### src/hw/rtl/bgcd_pkg.sv
// shared types, constants and the level ladder for the battery gauge
`timescale 1ns / 1ps

package bgcd_pkg;

    localparam int RAW_W   = 16;
    localparam int DIFF_W  = 17;
    localparam int MV_W    = 18;
    localparam int LEVEL_W = 4;

    // millivolts = raw * 36300 / 65536
    localparam logic [15:0] ROLL_SCALE = 16'd36300;

    // reciprocal multipliers, exact for the magnitudes that reach them
    localparam logic [22:0] RECIP11       = 23'd6100806;
    localparam int          RECIP11_SHIFT = 26;
    localparam logic [23:0] RECIP17       = 24'd15790321;
    localparam int          RECIP17_SHIFT = 28;

    localparam logic [LEVEL_W-1:0] LEVEL_NONE = 4'd11;

    typedef logic signed [MV_W-1:0]   mv_t;
    typedef logic signed [DIFF_W-1:0] diff_t;

    localparam logic signed [10:0] START_DIFF_RST = -11'sd25;
    localparam logic [9:0]         STOP_DIFF_RST  = 10'd25;
    localparam logic [12:0]        START_VOLT_RST = 13'd4200;

    localparam mv_t LADDER [10] = '{
        18'sd3478, 18'sd3549, 18'sd3619, 18'sd3655, 18'sd3725,
        18'sd3761, 18'sd3866, 18'sd3927, 18'sd4027, 18'sd4175
    };

    typedef enum logic [1:0] {
        REG_START_DIFF = 2'd0,
        REG_STOP_DIFF  = 2'd1,
        REG_START_VOLT = 2'd2
    } reg_idx_t;

    typedef struct packed {
        logic signed [10:0] start_diff;
        logic [9:0]         stop_diff;
        logic [12:0]        start_volt;
    } cfg_t;

    // item between the scaling stage and the tracking stage
    typedef struct packed {
        logic [RAW_W-1:0] rolling;
        diff_t            diff;
        logic             mute;
        logic             restart;
    } mid_t;

    // ladder thresholds rise, so the level is the count of those exceeded
    function automatic logic [LEVEL_W-1:0] level_of(input mv_t mv);
        logic [LEVEL_W-1:0] lv;
        lv = '0;
        for (int i = 0; i < 10; i++)
        begin
            if (mv > LADDER[i])
            begin
                lv = LEVEL_W'(i + 1);
            end
        end
        return lv;
    endfunction

endpackage

### src/hw/rtl/bgcd_cfg.sv
// register file for the charge detection thresholds
`timescale 1ns / 1ps

module bgcd_cfg (
    input  logic                clk,
    input  logic                rst_n,
    input  logic                psel,
    input  logic                penable,
    input  logic                pwrite,
    input  logic [3:0]          paddr,
    input  logic [31:0]         pwdata,
    output logic [31:0]         prdata,
    output logic                pready,
    output bgcd_pkg::cfg_t      cfg
);

    bgcd_pkg::cfg_t cfg_reg;
    logic           wr_en;

    assign pready = 1'b1;
    assign wr_en  = psel && penable && pwrite;
    assign cfg    = cfg_reg;

    always_ff @(posedge clk or negedge rst_n)
    begin
        if (!rst_n)
        begin
            cfg_reg.start_diff <= bgcd_pkg::START_DIFF_RST;
            cfg_reg.stop_diff  <= bgcd_pkg::STOP_DIFF_RST;
            cfg_reg.start_volt <= bgcd_pkg::START_VOLT_RST;
        end
        else if (wr_en)
        begin
            case (paddr[3:2])
                bgcd_pkg::REG_START_DIFF: cfg_reg.start_diff <= pwdata[10:0];
                bgcd_pkg::REG_STOP_DIFF:  cfg_reg.stop_diff  <= pwdata[9:0];
                bgcd_pkg::REG_START_VOLT: cfg_reg.start_volt <= pwdata[12:0];
                default: ;
            endcase
        end
    end

    always_comb
    begin
        case (paddr[3:2])
            bgcd_pkg::REG_START_DIFF: prdata = {21'b0, cfg_reg.start_diff};
            bgcd_pkg::REG_STOP_DIFF:  prdata = {22'b0, cfg_reg.stop_diff};
            bgcd_pkg::REG_START_VOLT: prdata = {19'b0, cfg_reg.start_volt};
            default:                  prdata = '0;
        endcase
    end

endmodule

### src/hw/rtl/bgcd_scale.sv
// first stage: millivolt scaling and current difference
`timescale 1ns / 1ps

module bgcd_scale (
    input  logic                  clk,
    input  logic                  rst_n,
    input  logic                  in_valid,
    input  logic [15:0]           raw_voltage,
    input  logic [15:0]           raw_current,
    input  logic                  mute,
    input  logic                  restart,
    input  logic                  down_load,
    output logic                  mid_load,
    output logic                  mid_valid,
    output bgcd_pkg::mid_t        mid
);

    logic                  mid_valid_reg;
    bgcd_pkg::mid_t        mid_reg;
    bgcd_pkg::mid_t        mid_next;

    logic signed [16:0]    delta;
    logic [15:0]           delta_mag;
    logic [19:0]           delta_x10;
    logic [42:0]           q11_prod;
    logic [15:0]           q11;
    logic [31:0]           roll_prod;

    assign mid_load  = !mid_valid_reg || down_load;
    assign mid_valid = mid_valid_reg;
    assign mid       = mid_reg;

    always_comb
    begin
        roll_prod = 32'(raw_voltage) * 32'(bgcd_pkg::ROLL_SCALE);
        delta     = $signed({1'b0, raw_voltage}) - $signed({1'b0, raw_current});
        delta_mag = delta[16] ? 16'(-delta) : delta[15:0];
        delta_x10 = 20'({delta_mag, 3'b000}) + 20'({delta_mag, 1'b0});
        // truncation toward zero: divide the magnitude, then restore the sign
        q11_prod  = 43'(delta_x10) * 43'(bgcd_pkg::RECIP11);
        q11       = q11_prod[bgcd_pkg::RECIP11_SHIFT +: 16];

        mid_next.rolling = roll_prod[31:16];
        mid_next.diff    = delta[16] ? -$signed({1'b0, q11}) : $signed({1'b0, q11});
        mid_next.mute    = mute;
        mid_next.restart = restart;
    end

    always_ff @(posedge clk or negedge rst_n)
    begin
        if (!rst_n)
        begin
            mid_valid_reg <= 1'b0;
        end
        else if (mid_load)
        begin
            mid_valid_reg <= in_valid;
        end
    end

    always_ff @(posedge clk)
    begin
        if (mid_load && in_valid)
        begin
            mid_reg <= mid_next;
        end
    end

endmodule

### src/hw/rtl/bgcd_track.sv
// second stage: compensation, charge detection, slewed display and level
`timescale 1ns / 1ps

module bgcd_track (
    input  logic                  clk,
    input  logic                  rst_n,
    input  bgcd_pkg::cfg_t        cfg,
    input  logic                  mid_valid,
    input  bgcd_pkg::mid_t        mid,
    output logic                  down_load,
    output logic                  out_valid,
    input  logic                  out_ready,
    output logic [3:0]            level,
    output logic                  charging,
    output bgcd_pkg::mv_t         shown_millivolts,
    output bgcd_pkg::mv_t         estimated_millivolts,
    output logic                  indicator_changed
);

    // tracking state
    logic                  charging_reg;
    bgcd_pkg::mv_t         shown_reg;
    logic [3:0]            last_level_reg;
    logic                  last_mute_reg;

    // result register
    logic                  out_valid_reg;
    logic [3:0]            level_reg;
    bgcd_pkg::mv_t         est_reg;
    logic                  changed_reg;

    logic                  item_load;
    logic [15:0]           diff_mag;
    logic [19:0]           diff_x10;
    logic [43:0]           q17_prod;
    logic [15:0]           q17;
    bgcd_pkg::mv_t         q17_s;
    bgcd_pkg::mv_t         est;
    logic                  chg_base;
    bgcd_pkg::mv_t         shown_base;
    logic [3:0]            level_prev;
    bgcd_pkg::mv_t         shown_seed;
    bgcd_pkg::mv_t         shown_next;
    logic                  charging_next;
    logic [3:0]            level_next;
    logic                  changed_next;
    logic signed [16:0]    start_diff_x;
    logic signed [16:0]    stop_diff_x;

    assign down_load = !out_valid_reg || out_ready;
    assign item_load = down_load && mid_valid;

    assign out_valid            = out_valid_reg;
    assign level                = level_reg;
    assign charging             = charging_reg;
    assign shown_millivolts     = shown_reg;
    assign estimated_millivolts = est_reg;
    assign indicator_changed    = changed_reg;

    always_comb
    begin
        diff_mag = mid.diff[16] ? 16'(-mid.diff) : mid.diff[15:0];
        diff_x10 = 20'({diff_mag, 3'b000}) + 20'({diff_mag, 1'b0});
        q17_prod = 44'(diff_x10) * 44'(bgcd_pkg::RECIP17);
        q17      = q17_prod[bgcd_pkg::RECIP17_SHIFT +: 16];
        q17_s    = $signed({2'b00, q17});
        est      = $signed({2'b00, mid.rolling}) + (mid.diff[16] ? -q17_s : q17_s);

        // restart clears the state ahead of this item
        chg_base   = mid.restart ? 1'b0 : charging_reg;
        shown_base = mid.restart ? '0 : shown_reg;
        level_prev = mid.restart ? bgcd_pkg::LEVEL_NONE : last_level_reg;

        shown_seed = (shown_base == '0) ? est : shown_base;

        start_diff_x = $signed({{6{cfg.start_diff[10]}}, cfg.start_diff});
        stop_diff_x  = $signed({7'b0, cfg.stop_diff});

        if (!chg_base)
        begin
            shown_next    = (est < shown_seed) ? shown_seed - 18'sd1 : shown_seed;
            charging_next = (mid.diff < start_diff_x) ||
                            (mid.rolling > 16'(cfg.start_volt));
        end
        else
        begin
            shown_next    = (est > shown_seed) ? shown_seed + 18'sd1 : shown_seed;
            charging_next = !(mid.diff > stop_diff_x);
        end

        level_next   = bgcd_pkg::level_of(shown_next);
        changed_next = (level_next != level_prev) || (chg_base != charging_next) ||
                       (mid.mute != last_mute_reg);
    end

    always_ff @(posedge clk or negedge rst_n)
    begin
        if (!rst_n)
        begin
            out_valid_reg  <= 1'b0;
            charging_reg   <= 1'b0;
            shown_reg      <= '0;
            last_level_reg <= bgcd_pkg::LEVEL_NONE;
            last_mute_reg  <= 1'b0;
        end
        else
        begin
            if (down_load)
            begin
                out_valid_reg <= mid_valid;
            end
            if (item_load)
            begin
                charging_reg   <= charging_next;
                shown_reg      <= shown_next;
                last_level_reg <= level_next;
                last_mute_reg  <= mid.mute;
            end
        end
    end

    always_ff @(posedge clk)
    begin
        if (item_load)
        begin
            level_reg   <= level_next;
            est_reg     <= est;
            changed_reg <= changed_next;
        end
    end

`ifndef SYNTH
    a_restart_flags_change: assert property (@(posedge clk) disable iff (!rst_n)
        (item_load && mid.restart) |=> changed_reg)
        else $error("restart item did not report an indicator change");

    a_fall_only: assert property (@(posedge clk) disable iff (!rst_n)
        (item_load && !mid.restart && !charging_reg && shown_reg != '0)
        |=> (shown_reg <= $past(shown_reg)) && (shown_reg >= $past(shown_reg) - 18'sd1))
        else $error("display rose or fell by more than one while discharging");

    a_rise_only: assert property (@(posedge clk) disable iff (!rst_n)
        (item_load && !mid.restart && charging_reg && shown_reg != '0)
        |=> (shown_reg >= $past(shown_reg)) && (shown_reg <= $past(shown_reg) + 18'sd1))
        else $error("display fell or rose by more than one while charging");

    a_level_tracks_display: assert property (@(posedge clk) disable iff (!rst_n)
        out_valid_reg |-> (level_reg == last_level_reg) && (level_reg <= 4'd10))
        else $error("result level disagrees with stored level");
`endif

endmodule

### src/hw/rtl/battery_gauge_with_charge_detect_unit.sv
// top level of the battery gauge with charge detection
`timescale 1ns / 1ps

// channel  | direction | contents
// s_*      | in        | one sample item: raw sums, mute, restart
// m_*      | out       | one result item per sample
// apb      | in/out    | threshold registers at 0x0, 0x4, 0x8
//
// one item per cycle while m_tready keeps up; m_tvalid follows the accepting
// edge through the input register, scaling stage and tracking/result stage
// the tracking stage updates charge and display state as it loads each item,
// so consecutive items never wait on each other
// rst_n clears valid bits and tracking state; thresholds return to defaults
// a stalled m_tready holds every full stage at once, bubbles still fill

module battery_gauge_with_charge_detect_unit (
    input  logic        clk,
    input  logic        rst_n,
    input  logic        s_tvalid,
    output logic        s_tready,
    input  logic [39:0] s_tdata,   // raw_voltage[15:0], raw_current[31:16], mute[32],
                                   // restart[33], zero fill
    output logic        m_tvalid,
    input  logic        m_tready,
    output logic [47:0] m_tdata,   // level[3:0], charging[4], shown_millivolts[22:5],
                                   // estimated_millivolts[40:23], indicator_changed[41],
                                   // zero fill
    input  logic        psel,
    input  logic        penable,
    input  logic        pwrite,
    input  logic [3:0]  paddr,
    input  logic [31:0] pwdata,
    output logic [31:0] prdata,
    output logic        pready
);

    logic               in_valid_reg;
    logic [15:0]        rv_reg;
    logic [15:0]        ra_reg;
    logic               mute_reg;
    logic               restart_reg;

    logic               mid_load;
    logic               mid_valid;
    logic               down_load;
    bgcd_pkg::mid_t     mid;
    bgcd_pkg::cfg_t     cfg;

    logic [3:0]         level;
    logic               charging;
    bgcd_pkg::mv_t      shown_mv;
    bgcd_pkg::mv_t      est_mv;
    logic               changed;

    assign s_tready = !in_valid_reg || mid_load;

    always_ff @(posedge clk or negedge rst_n)
    begin
        if (!rst_n)
        begin
            in_valid_reg <= 1'b0;
        end
        else if (s_tready)
        begin
            in_valid_reg <= s_tvalid;
        end
    end

    always_ff @(posedge clk)
    begin
        if (s_tready && s_tvalid)
        begin
            rv_reg      <= s_tdata[15:0];
            ra_reg      <= s_tdata[31:16];
            mute_reg    <= s_tdata[32];
            restart_reg <= s_tdata[33];
        end
    end

    bgcd_cfg u_cfg (
        .clk     (clk),
        .rst_n   (rst_n),
        .psel    (psel),
        .penable (penable),
        .pwrite  (pwrite),
        .paddr   (paddr),
        .pwdata  (pwdata),
        .prdata  (prdata),
        .pready  (pready),
        .cfg     (cfg)
    );

    bgcd_scale u_scale (
        .clk         (clk),
        .rst_n       (rst_n),
        .in_valid    (in_valid_reg),
        .raw_voltage (rv_reg),
        .raw_current (ra_reg),
        .mute        (mute_reg),
        .restart     (restart_reg),
        .down_load   (down_load),
        .mid_load    (mid_load),
        .mid_valid   (mid_valid),
        .mid         (mid)
    );

    bgcd_track u_track (
        .clk                  (clk),
        .rst_n                (rst_n),
        .cfg                  (cfg),
        .mid_valid            (mid_valid),
        .mid                  (mid),
        .down_load            (down_load),
        .out_valid            (m_tvalid),
        .out_ready            (m_tready),
        .level                (level),
        .charging             (charging),
        .shown_millivolts     (shown_mv),
        .estimated_millivolts (est_mv),
        .indicator_changed    (changed)
    );

    assign m_tdata = {6'b0, changed, est_mv, shown_mv, charging, level};

endmodule

### config.mk
export PLATFORM = sky130hd
export DESIGN_NAME = battery_gauge_with_charge_detect_unit
export DESIGN_NICKNAME = d
export VERILOG_FILES = /design/src/hw/rtl/bgcd_pkg.sv /design/src/hw/rtl/bgcd_cfg.sv /design/src/hw/rtl/bgcd_scale.sv /design/src/hw/rtl/bgcd_track.sv /design/src/hw/rtl/battery_gauge_with_charge_detect_unit.sv
export SDC_FILE = /design/constraint.sdc
export NUM_CORES = 1
export LEC_CHECK = 0
export ABC_AREA = 1
export BUFFER_PORTS_ARGS = -buffer_cell sky130_fd_sc_hd__buf_2
export CELL_PAD_IN_SITES_DETAIL_PLACEMENT = 0
export CELL_PAD_IN_SITES_GLOBAL_PLACEMENT = 2
export CORE_ASPECT_RATIO = 1.4
export CORE_MARGIN = 2
export CORE_UTILIZATION = 41
export DETAILED_ROUTE_END_ITERATION = 7
export PLACE_DENSITY = 0.93
export SYNTH_ARGS = -nofsm -noshare
export SYNTH_HDL_FRONTEND = slang
export SYNTH_HIERARCHICAL = 1
export SYNTH_SLANG_ARGS = --single-unit
### constraint.sdc
create_clock -name clk -period 20.1 [get_ports clk]
set_input_delay 2.01 -clock clk [delete_from_list [all_inputs] [get_ports clk]]
set_output_delay 2.01 -clock clk [all_outputs]
set_load 0.02 [all_outputs]
==> impl_summary.md <==
Run status
The run finished with clean final reports.

Clock network
For the worst-skew pair, the clock arrives at the later sink with an insertion delay of 0.47 ns. The number of buffers inserted to repair setup after CTS is 0. In this run the clock root is driven by a sky130_fd_sc_hd__clkbuf_16.

In this run, post-CTS hold repair placed 0 buffers. Clock-pin slew was measured on the worst setup and hold paths at 0.08 ns. The number of clock sinks is 153.

Clock tree synthesis inserted a total of 17 buffers. After clock tree synthesis, the repair step resized 0 gates. The CTS tree is yes. The H-tree was split into 4 levels.

The clock passes through at most 2 buffers.

Setup path
The highest net fanout along the worst path is 19. In this run the critical register-to-register path is launched from u_scale/mid[2]. The minimum setup slack among reg-to-reg paths is 3.70 ns. STA classifies the critical path endpoint as a register. The worst register-to-register path ends at u_track/indicator_changed.

STA classifies the critical path startpoint as a register. By instance count, the cell type seen most on the critical path is sky130_fd_sc_hd__nand2_1. The worst setup path is of the reg2reg kind. For the worst setup path, the data required time is 20.31 ns. The signal arrival time at the worst endpoint is 16.61 ns. The worst reg-to-reg path cell count is 88. The delay of the slowest cell on the worst path is 0.64 ns. The largest individual stage delay along the critical path comes from the cell sky130_fd_sc_hd__edfxtp_1.

Timing
Setup violations remaining at the end of the flow were counted as 0. The routed design could run at a clock period as short as 16.40 ns. The final-report max-slew violation count is 0. The highest clock frequency the design can meet is 0.0610 GHz. The worst-margin pin slew is 1.15 ns. The ratio of final minimum period to clock period is 81.6%. The count of final hold-check violations came to 0. For the final database, setup skew stands at 0.0176 ns.

The relative slew slack is 23.2%. Setup repair after global routing left no endpoint under its margin. The total negative slack is 0 ns.

Synthesis
Yosys instantiated no cell more often than sky130_fd_sc_hd__inv_1. Among all flip-flop cells after synthesis, the most frequent one is sky130_fd_sc_hd__edfxtp_1. Summing the areas of all and, or, nand and nor instances in the mapped netlist gives 21.1% of the synthesized area.

The number of library cell types mapped by synthesis is 71. In this run, synthesis produced a sequential element count of 153. By area the synthesized netlist is led by sky130_fd_sc_hd__ha_1 23%, sky130_fd_sc_hd__fa_1 19%, sky130_fd_sc_hd__inv_1 11%, sky130_fd_sc_hd__nand2_1 10%, sky130_fd_sc_hd__edfxtp_1 8.4%. In the synthesized netlist, the number of instances is 4,242. In this run the cell area of the synthesized design comes to 32,900 µm².

A synthesized cell averages 7.76 µm². The xor/xnor share of the synthesized area is 4.56%. The largest total area in the synthesized netlist belongs to sky130_fd_sc_hd__ha_1. The synthesized netlist devotes 41.4% of its cell area to adder and majority cells. In this run, synthesis inferred 92 flip-flops with an integrated enable. The mux cell area share after synthesis is 0%. The area share of the leading cell type in the synthesized netlist is 22.6%. The area fraction in compound gates after synthesis is 7.37%. The share of synthesized registers carrying an async set or reset is 39.9%. By area, the combinational part of the netlist is dominated by adder cells.

Sorting the synthesized cells by how often they occur yields 938 x sky130_fd_sc_hd__inv_1, 907 x sky130_fd_sc_hd__nand2_1, 596 x sky130_fd_sc_hd__ha_1. For this run, the number of Yosys warnings is 6. Summing the sequential cell areas from Yosys gives 13.1% of the chip area.

Floorplanning
Once the floorplan was initialized, standard cells occupied 41.2% of the core. The total I/O pin count is 166. The die covers 82,600 µm². The width of the die is 244 µm. In this run the vertical extent of the chip is 339 µm. The total area inside the core boundary comes to 80,000 µm². The floorplan has 123 rows.

Flow run
The number of maximum-capacitance constraint violations is 0.

GRT
The first global-routing pass estimated 144 mm of wire. The initial antenna violation count is 8. The global-route usage over all layers is 22.3%. The pin count of the biggest net entering global routing is 62.

Global routing finished with a remaining overflow of 0. The via count of the first global-routing pass is 27,000.

Layout
The layout overhead on the synthesized area is 6.91%. The flip-flop count of the largest register after layout is 35. The count of fill cells added during filler insertion is 8,275. The layout cell share with drive strength beyond 1 is 8.77%. The net total in the final layout is 5,331.

Drt
The DRC violation total after the first TritonRoute iteration is 1,235. Wires add up to 90.7 mm. The final route contains 26,400 vias. After detailed routing, the average wire length per cell comes to 16.7 µm. In the routed layout, each cell is associated on average with a via count of 4.86.

The first TritonRoute pass finished after 5 iterations. The remaining antenna violation count after routing is 0. The DRC violation count after routing is 0.

Worst hold path
The instance count along the most critical hold path is 0. The worst hold path terminates at u_scale/mid[1]. The startpoint of the worst hold path is mute_reg. The path class of the tightest hold or removal check is reg2reg.

Place
The total half-perimeter wirelength after legalization and detailed placement is 80.1 mm. The port buffer count is 112. The congestion estimate from routability-driven global placement came to 0.971.
final cells by class:
class                      instances  area, µm²  share of cell area [%]
multi-input combinational       3071      24600                    70.0
sequential                       153       4310                    12.2
inverter                         982       3690                    10.5
tap                             1062       1330                    3.77
timing repair buffer             118        606                    1.72
clock buffer                      19        475                    1.35
clock inverter                    13        143                   0.405
antenna                            3       7.51                  0.0213
stage by stage:
stage	util, %	instances	area (µm²)	setup WS, ns	hold WS [ns]
2_1_floorplan	-	4265	33000	6.62	0.400
3_3_place_gp	43.2	5386	34600	3.66	0.417
3_5_place_dp	43.2	5386	34600	3.58	0.416
4_1_cts	44.0	5418	35200	3.56	0.444
5_1_grt	44.0	5418	35200	2.17	0.443
6_report	44.0	5421	35200	3.70	0.437
routing by layer:
| metal | track usage [%] | routed length (µm) | vias up | part of all wire (%) |
|---|---|---|---|---|
| met3 | 2.58 | 2750 | 140 | 3.0 |
| met4 | 7.14 | 2960 | 14 | 3.3 |
| met2 | 41.9 | 47100 | 384 | 52 |
| li1 | - | - | 13500 | - |
| met1 | 26.2 | 37700 | 12400 | 42 |
| met5 | 0 | 88 | - | 0.097 |
worst max-delay path: cells and delay by family, from the launching register on:
family | cells | cell delay [ns]
AND/OR/NAND/NOR | 41 | 4.43
flip-flops | 1 | 0.64
adder cells (fa/ha/maj) | 14 | 5.78
XOR/XNOR | 4 | 1.30
AO/OA/AOI/OAI | 16 | 2.37
buffers and inverters | 13 | 1.57
cell families (layout without fill, tap and decap cells):
family,count (synthesis),after routing
AO/OA/AOI/OAI,415,415
XOR/XNOR,162,162
adder cells (fa/ha/maj),905,905
buffers and inverters,1041,1132
flip-flops,153,153
other,3,29
AND/OR/NAND/NOR,1563,1563
worst max path at each step:
| stage | depth (start not counted) | end | from |
|---|---|---|---|
| after floorplan | 81 | u_track/indicator_changed | u_scale/mid[18] |
| after global placement | 88 | u_track/indicator_changed | u_scale/mid[2] |
| after detailed placement | 88 | u_track/indicator_changed | u_scale/mid[2] |
| after CTS | 88 | u_track/indicator_changed | u_scale/mid[2] |
| after global routing | 86 | u_track/indicator_changed | u_scale/mid[2] |
| final | 88 | u_track/indicator_changed | u_scale/mid[2] |
layout by cell type, fill, tap and decap left out, types with 13 or more instances in the layout:
| master | Yosys | routed |
|---|---|---|
| sky130_fd_sc_hd__xor2_1 | 106 | 106 |
| sky130_fd_sc_hd__o21bai_1 | 18 | 18 |
| sky130_fd_sc_hd__xnor2_1 | 48 | 48 |
| sky130_fd_sc_hd__a21oi_1 | 177 | 175 |
| sky130_fd_sc_hd__inv_2 | 38 | 38 |
| sky130_fd_sc_hd__nand3_2 | 21 | 21 |
| sky130_fd_sc_hd__dfstp_2 | 19 | 19 |
| sky130_fd_sc_hd__o21ai_0 | 100 | 100 |
| sky130_fd_sc_hd__nor2_1 | 258 | 258 |
| sky130_fd_sc_hd__a21o_1 | 13 | 13 |
| sky130_fd_sc_hd__o21a_1 | 13 | 13 |
| sky130_fd_sc_hd__ha_1 | 596 | 596 |
| sky130_fd_sc_hd__o21ai_1 | 24 | 24 |
| sky130_fd_sc_hd__conb_1 | 3 | 26 |
| sky130_fd_sc_hd__inv_1 | 938 | 938 |
| sky130_fd_sc_hd__nor2_2 | 24 | 24 |
| sky130_fd_sc_hd__nor3_1 | 44 | 44 |
| sky130_fd_sc_hd__nand4_1 | 49 | 49 |
| sky130_fd_sc_hd__nand2_4 | 20 | 20 |
| sky130_fd_sc_hd__buf_2 | 10 | 112 |
| sky130_fd_sc_hd__nand3_1 | 139 | 139 |
| sky130_fd_sc_hd__nand2_1 | 907 | 907 |
| sky130_fd_sc_hd__fa_1 | 309 | 309 |
| sky130_fd_sc_hd__clkbuf_16 | 0 | 19 |
| sky130_fd_sc_hd__nand2_2 | 50 | 50 |
| sky130_fd_sc_hd__a31oi_1 | 15 | 15 |
| sky130_fd_sc_hd__dfrtp_1 | 42 | 42 |
| sky130_fd_sc_hd__edfxtp_1 | 92 | 92 |
Power is not shown: default switching activity piles up to over one toggle a cycle in this logic, so the estimate is an artifact.
